**config.mk**
```make
export PLATFORM = sky130hd
export DESIGN_NAME = pac_ctrl
export DESIGN_NICKNAME = d
export VERILOG_FILES = /design/src/rtl/core/pac_pkg.sv /design/src/rtl/core/pac_ctrl.sv
export SDC_FILE = /design/constraint.sdc
export NUM_CORES = 1
export LEC_CHECK = 0
export ABC_AREA = 1
export BUFFER_PORTS_ARGS = -buffer_cell sky130_fd_sc_hd__buf_2
export CORE_AREA = 10 10 47 49
export DETAILED_ROUTE_END_ITERATION = 6
export DIE_AREA = 0 0 57 59
export PLACE_DENSITY = 0.73
export SLEW_MARGIN = 25
export SYNTH_ARGS = -nofsm -noshare
export SYNTH_HDL_FRONTEND = slang
export SYNTH_SLANG_ARGS = --single-unit
```
**constraint.sdc**
```tcl
create_clock -name clk -period 3.4 [get_ports clk]
set_input_delay 0.17 -clock clk [delete_from_list [all_inputs] [get_ports clk]]
set_output_delay 0.17 -clock clk [all_outputs]
set_load 0.02 [all_outputs]
```
**src/rtl/core/pac_pkg.sv**
```systemverilog
package pac_pkg;

  // Default configuration
  localparam int MAX_VERTICES_DEF = 16;
  localparam int COORD_WIDTH_DEF  = 16;

  // Fixed field widths
  localparam int COORD_W = 16;
  localparam int OUT_W   = 16;
  localparam int AREA_W  = 40;
  localparam int WSUM_W  = 58;
  localparam int STAT_W  = 2;

  // Datapath widths for the fan arithmetic
  localparam int DIFF_W  = COORD_W + 1;        // vertex difference
  localparam int PROD_W  = 2 * DIFF_W;         // one cross term
  localparam int CROSS_W = PROD_W + 1;         // doubled triangle area
  localparam int CSUM_W  = COORD_W + 2;        // sum of three coordinates
  localparam int WPRD_W  = CROSS_W + CSUM_W;   // weighted area of one triangle
  localparam int DEN_W   = AREA_W + 2;         // three times the area sum

  // Divider widths: quotient keeps two bits beyond the output width
  localparam int QUO_W   = OUT_W + 2;
  localparam int REM_W   = DEN_W + QUO_W - 1;

  // Result status codes
  localparam logic [STAT_W-1:0] STATUS_OK       = 2'd0;
  localparam logic [STAT_W-1:0] STATUS_ZERO     = 2'd1;
  localparam logic [STAT_W-1:0] STATUS_TOO_MANY = 2'd2;

  // Controller states
  typedef enum logic [3:0] {
    S_IDLE,
    S_MUL,
    S_CROSS,
    S_WMUL,
    S_WACC,
    S_FIN,
    S_DIVX_GO,
    S_DIVX_WAIT,
    S_DIVY_GO,
    S_DIVY_WAIT,
    S_OUT
  } state_t;

  // Controller to datapath
  typedef struct packed {
    logic accept;     // vertex transaction taken this cycle
    logic mul;        // form the two cross terms
    logic sub;        // subtract cross terms
    logic wmul;       // weight the area, accumulate area
    logic wacc;       // accumulate weighted sums
    logic prep;       // register the divisor
    logic div_start;  // launch a division
    logic div_sel;    // 0: x sum, 1: y sum
    logic cap_x;      // store x quotient
    logic cap_y;      // store y quotient
    logic out_load;   // load output register and clear accumulators
  } cmd_t;

  // Datapath to controller
  typedef struct packed {
    logic closes_tri; // next vertex closes a triangle
    logic need_div;   // polygon valid with non-zero area
    logic div_done;   // quotient ready
    logic out_full;   // output register still occupied
  } sts_t;

endpackage

```
**src/rtl/core/pac_ctrl.sv**
```systemverilog
// Sequencer: vertex arithmetic, two divisions if needed, then the result load.
module pac_ctrl (
  input  logic          clk,
  input  logic          rst,
  input  logic          s_tvalid,
  output logic          s_tready,
  input  logic          s_tlast,
  output pac_pkg::cmd_t cmd,
  input  pac_pkg::sts_t sts
);

  pac_pkg::state_t state, state_next;
  logic            last_flag;

  // State and final-vertex flag
  always_ff @(posedge clk) begin
    if (rst) begin
      state     <= pac_pkg::S_IDLE;
      last_flag <= 1'b0;
    end else begin
      state <= state_next;
      if (cmd.accept) begin
        last_flag <= s_tlast;
      end
    end
  end

  // Next state
  always_comb begin
    state_next = state;
    unique case (state)
      pac_pkg::S_IDLE: begin
        if (s_tvalid) begin
          if (sts.closes_tri) begin
            state_next = pac_pkg::S_MUL;
          end else if (s_tlast) begin
            state_next = pac_pkg::S_FIN;
          end
        end
      end
      pac_pkg::S_MUL:   state_next = pac_pkg::S_CROSS;
      pac_pkg::S_CROSS: state_next = pac_pkg::S_WMUL;
      pac_pkg::S_WMUL:  state_next = pac_pkg::S_WACC;
      pac_pkg::S_WACC:  state_next = last_flag ? pac_pkg::S_FIN : pac_pkg::S_IDLE;
      pac_pkg::S_FIN:   state_next = sts.need_div ? pac_pkg::S_DIVX_GO : pac_pkg::S_OUT;
      pac_pkg::S_DIVX_GO: state_next = pac_pkg::S_DIVX_WAIT;
      pac_pkg::S_DIVX_WAIT: begin
        if (sts.div_done) begin
          state_next = pac_pkg::S_DIVY_GO;
        end
      end
      pac_pkg::S_DIVY_GO: state_next = pac_pkg::S_DIVY_WAIT;
      pac_pkg::S_DIVY_WAIT: begin
        if (sts.div_done) begin
          state_next = pac_pkg::S_OUT;
        end
      end
      pac_pkg::S_OUT: begin
        if (!sts.out_full) begin
          state_next = pac_pkg::S_IDLE;
        end
      end
      default: state_next = pac_pkg::S_IDLE;
    endcase
  end

  // Commands
  always_comb begin
    cmd      = '0;
    s_tready = 1'b0;
    unique case (state)
      pac_pkg::S_IDLE: begin
        s_tready   = 1'b1;
        cmd.accept = s_tvalid;
      end
      pac_pkg::S_MUL:   cmd.mul   = 1'b1;
      pac_pkg::S_CROSS: cmd.sub   = 1'b1;
      pac_pkg::S_WMUL:  cmd.wmul  = 1'b1;
      pac_pkg::S_WACC:  cmd.wacc  = 1'b1;
      pac_pkg::S_FIN:   cmd.prep  = 1'b1;
      pac_pkg::S_DIVX_GO: begin
        cmd.div_start = 1'b1;
        cmd.div_sel   = 1'b0;
      end
      pac_pkg::S_DIVX_WAIT: cmd.cap_x = 1'b1;
      pac_pkg::S_DIVY_GO: begin
        cmd.div_start = 1'b1;
        cmd.div_sel   = 1'b1;
      end
      pac_pkg::S_DIVY_WAIT: cmd.cap_y = 1'b1;
      pac_pkg::S_OUT:   cmd.out_load = !sts.out_full;
      default: cmd = '0;
    endcase
  end

  assert property (@(posedge clk) disable iff (rst)
      (state == pac_pkg::S_FIN && !sts.need_div) |=> state == pac_pkg::S_OUT)
    else $error("degenerate polygon entered division");
  assert property (@(posedge clk) disable iff (rst)
      (cmd.accept && !sts.closes_tri && !s_tlast) |=> state == pac_pkg::S_IDLE)
    else $error("non-triangle vertex did not return to idle");
  assert property (@(posedge clk) disable iff (rst)
      cmd.out_load |=> state == pac_pkg::S_IDLE)
    else $error("result load did not end the polygon");

endmodule

```
After elaboration in Yosys (flattened, before gate mapping)
Cells that the tools add are included.
Cells by class
  eq/ne operators: 15
  multiplexer cells: 20
  reductions and logical operators: 3
Operator list (number)
  case mux 4 bit (11 select lines): 1
  2-to-1 mux 4 bit: 7
  equality test 4 x 3 -> 1 bit (second input constant): 4
  equality test 4 bit (second input constant): 3
  2-to-1 mux 1 bit: 10
  equality test 4 x 2 -> 1 bit (second input constant): 2
  inequality test 2 bit (second input constant): 4
  AND reduction 5 bit: 1
  equality test 4 x 1 -> 1 bit (second input constant): 1
  logical NOT 4 bit: 1
  case mux 2 bit (2 select lines): 1
  2-to-1 mux 3 bit: 1
  inequality test 3 bit (second input constant): 1
  logical NOT 1 bit: 1
Storage, ports and cells
  flip-flop bits (word level): 5
  input port bits: 8
  output and inout bits: 12

Depth between registers and ports, before layout
  depth in word-level cells: 4
  gate-level depth with buffers: 9
  gate-level depth less buffers: 9

Least setup slack after synthesis
OpenSTA, ideal clock, no wires.
  kind: register to register
  start point: reg state[0]
  end point: reg state[1]
  setup time: 0.113 ns
  arrival: 1.210 ns
  required time: 3.287 ns
  slack: 2.077 ns
  stages on the path, launching flop included: 9
  buffers on the path: 1
  cells stage by stage: dfxtp_1 -> buf_6 -> nand2_1 -> nor2_1 -> nand2_1 -> nand2_1 -> nor2_4 -> nor2_1 -> nor2_1
Between the ends
  word-level cells in the longest chain between the ends: 3
RTL lines
  from (decl): line pac_ctrl.sv:12  | pac_pkg::state_t state, state_next;
  from (signal assigned): line pac_ctrl.sv:18  | state <= pac_pkg::S_IDLE;
  from (signal assigned): line pac_ctrl.sv:21  | state <= state_next;
  equality test 4 x 3 -> 1 bit (tied with other cells): line pac_ctrl.sv:31  | unique case (state)
  inequality test 2 bit (no line) / inequality test 3 bit (equally long branches)
  AND reduction 5 bit (no line)
Parallel ways exist; a longest one is shown, timed or not.
A chain may end at the register's enable or synchronous reset.

==> metrics.json <==
{
  "run_status": "finished, final reports clean",
  "clock-sinks": 5,
  "pin_count_of_the_biggest_net_entering_global_routing": 9,
  "avgRoutedWirePerCell_um": 11.03,
  "io_pins": 20,
  "netlist.area_leader.share_pct": 21.92,
  "clock_buffer_depth": 2,
  "crit_path_class": "register to primary output",
  "worst_pin_slew_ns": 0.3473,
  "final.setup_skew_ns": 0.0009636,
  "max_freq_ghz": 0.6358,
  "timing.slew.headroom_pct": 76.76,
  "num_antenna_cells": 0,
  "leakage_nw": 0.3604,
  "final.setup.tns_ns": 0,
  "max_stage_delay_ns": 0.35,
  "grtUsageTotal_pct": 8.164,
  "synth_area_per_cell_um2": 5.638,
  "grt_first_pass_wirelength_mm": 2.249,
  "synthToLayoutAreaGrowth_pct": 28.49,
  "hpwl_mm": 1.086,
  "drive_gt1_share_pct": 32.04,
  "critPathBufInv": 3,
  "synth.cell_area_um2": 456.7,
  "timing.final.crit_period_ns": 1.573,
  "number_of_synthesized_flops_with_an_enable_pin": 0,
  "viasPerCell": 4.504,
  "drc": 0,
  "route.antenna.remaining_nets": 0,
  "design.die.area_um2": 3363,
  "cts-root-buf": "clkbuf_4",
  "power_dens_cells_nw_per_um2": 940.3,
  "gr-total-overflow": 0,
  "crit_path_top_delay_cell": "dfxtp_1",
  "clkLatencyLatePin_ns": 0.24,
  "dpl-instance-area_um2": 560.5,
  "pre_cts_slack_ns": 2.087,
  "cts_hold_buffers": 0,
  "timing.reg2reg.setup_slack_ns": 2.11,
  "drt-pass1-iter-count": 4,
  "hp-class": "input pin to register",
  "critical_path.most_common_cell": "inv_2",
  "crit_path_cell_trace": "nor2_1, inv_2, nor2_4, nand2_2, inv_2, buf_2",
  "cts_resized": 0,
  "die_width_um": 57,
  "dr.first_iter.drc_count": 6,
  "yosys_top_cell_by_area": "dfxtp_1",
  "number_of_rows_created_at_floorplan": 14,
  "yosysMostFrequentCell": "nand2_1",
  "routed_wl_mm": 1.312,
  "stdcell_area_um2": 586.8,
  "clock_tree_from_tritoncts": "done",
  "min_period_over_period_pct": 46.26,
  "ys.warnings.count": 0,
  "routed-via-count": 536,
  "yosysUniqueCellTypes": 19,
  "timing.critical_path.from_type": "register",
  "cp_data_arrival_time_ns": 1.40,
  "cts_max_level": 1,
  "maxSlewViolCount": 0,
  "critical_path.top_delay_family": "simple AND/OR/NAND/NOR gates",
  "first_global_vias": 527,
  "worst_slack_ns": 1.827,
  "ys.flop_type": "dfxtp_1",
  "core_um2": 1401,
  "initial_core_util_pct": 32.59,
  "design.final.nets": 112,
  "post-cts-setup-buffers": 0,
  "final-hold-violation-count": 0,
  "netlist_top_cells_area": "dfxtp_1, nand2_1, nor2_1",
  "critPathMaxFanout": 6,
  "share_of_flip_flops_with_an_asynchronous_set_or_reset_pct": 0,
  "worst-endpoint-required_ns": 3.23,
  "clkSlewWorstSetupHoldPaths_ns": 0.04,
  "yosys-top-cells-count": "nand2_1, nor2_1, inv_1, nand3_1, dfxtp_1",
  "vdd.ir_drop.worst_uv": 517.9,
  "ys_seq_elements": 5,
  "finalSetupViolCount": 0,
  "synth_nets": 89,
  "drv_cap": 0,
  "port_buffers": 19,
  "postSynthCellCount": 81,
  "ys_seq_area_share_pct": 21.92,
  "antenna_found_initial": 0,
  "chipHeight_um": 59,
  "endpoint_kind": "primary output",
  "grt_setup_unrepaired": "no",
  "place.gp.congestion": 0.8932,
  "inserted_clock_buffers": 3
}
per-stage QoR:
step	total power [mW]	hold WS [ns]	std cells	utilization (%)
2_1_floorplan	0.4020	0.2324	81	-
3_3_place_gp	0.4795	0.3458	115	40.00
3_5_place_dp	0.4844	0.3516	115	40.00
4_1_cts	0.5626	0.08795	119	41.88
5_1_grt	0.6100	0.1022	119	41.88
6_report	0.5518	0.09704	119	41.88
layout make-up:
class                      instances  area (um2)
fill                             164       814.5
inverter                          12       45.04
tap                               16       20.02
sequential                         5       100.1
clock buffer                       4       26.28
timing repair buffer              19       95.09
multi-input combinational         63       300.3
state kept, by name, indices dropped and copies added, names as in the netlist:
name and count:
last_flag 1, state 4
cell usage in the layout, fill, tap and decap left out, drive strengths merged:
cell,instances
nand4,1
nand2,24
buf,19
nor3b,1
nor2,21
o21ai,1
nor4,1
clkbuf,4
dfxtp,5
a21oi,2
nand3,8
nand3b,2
inv,12
nor3,2
routing by layer:
layer  vias to the layer above  routed length (um)  share of wire (%)  GRT usage [%]
met5                         -                   0                  0              0
met4                         0                   6               0.46          5.034
met3                         2                  67                5.1          1.931
met2                        11                 662                 50          14.11
met1                       229                 575                 44          8.778
li1                        294                   -                  -              -
path summary, 6_finish.rpt:
path / from / endpoint / cells past startpoint
min reg2reg: last_flag$_SDFFE_PP0P_ / last_flag$_SDFFE_PP0P_ / 2
min: rst / last_flag$_SDFFE_PP0P_ / 2
max: state[2]$_SDFFE_PP0P_ / cmd[10] / 6
max reg2reg: state[0]$_SDFFE_PP0P_ / state[1]$_SDFFE_PP0P_ / 8
report_power, final:
group,switching (mW),internal (mW)
logic,0.248,0.120
clock network,0.0258,0.0445
registers,0.0321,0.0815
total,0.306,0.246
logic make-up after synthesis:
| kind of cell | after synthesis | synth area share [%] |
|---|---|---|
| simple gates | 60 | 61.64 |
| buf+inv | 13 | 12.33 |
| flops | 5 | 21.92 |
| compound gates | 3 | 4.108 |
Note: power is estimated with default switching activity, not from simulation.
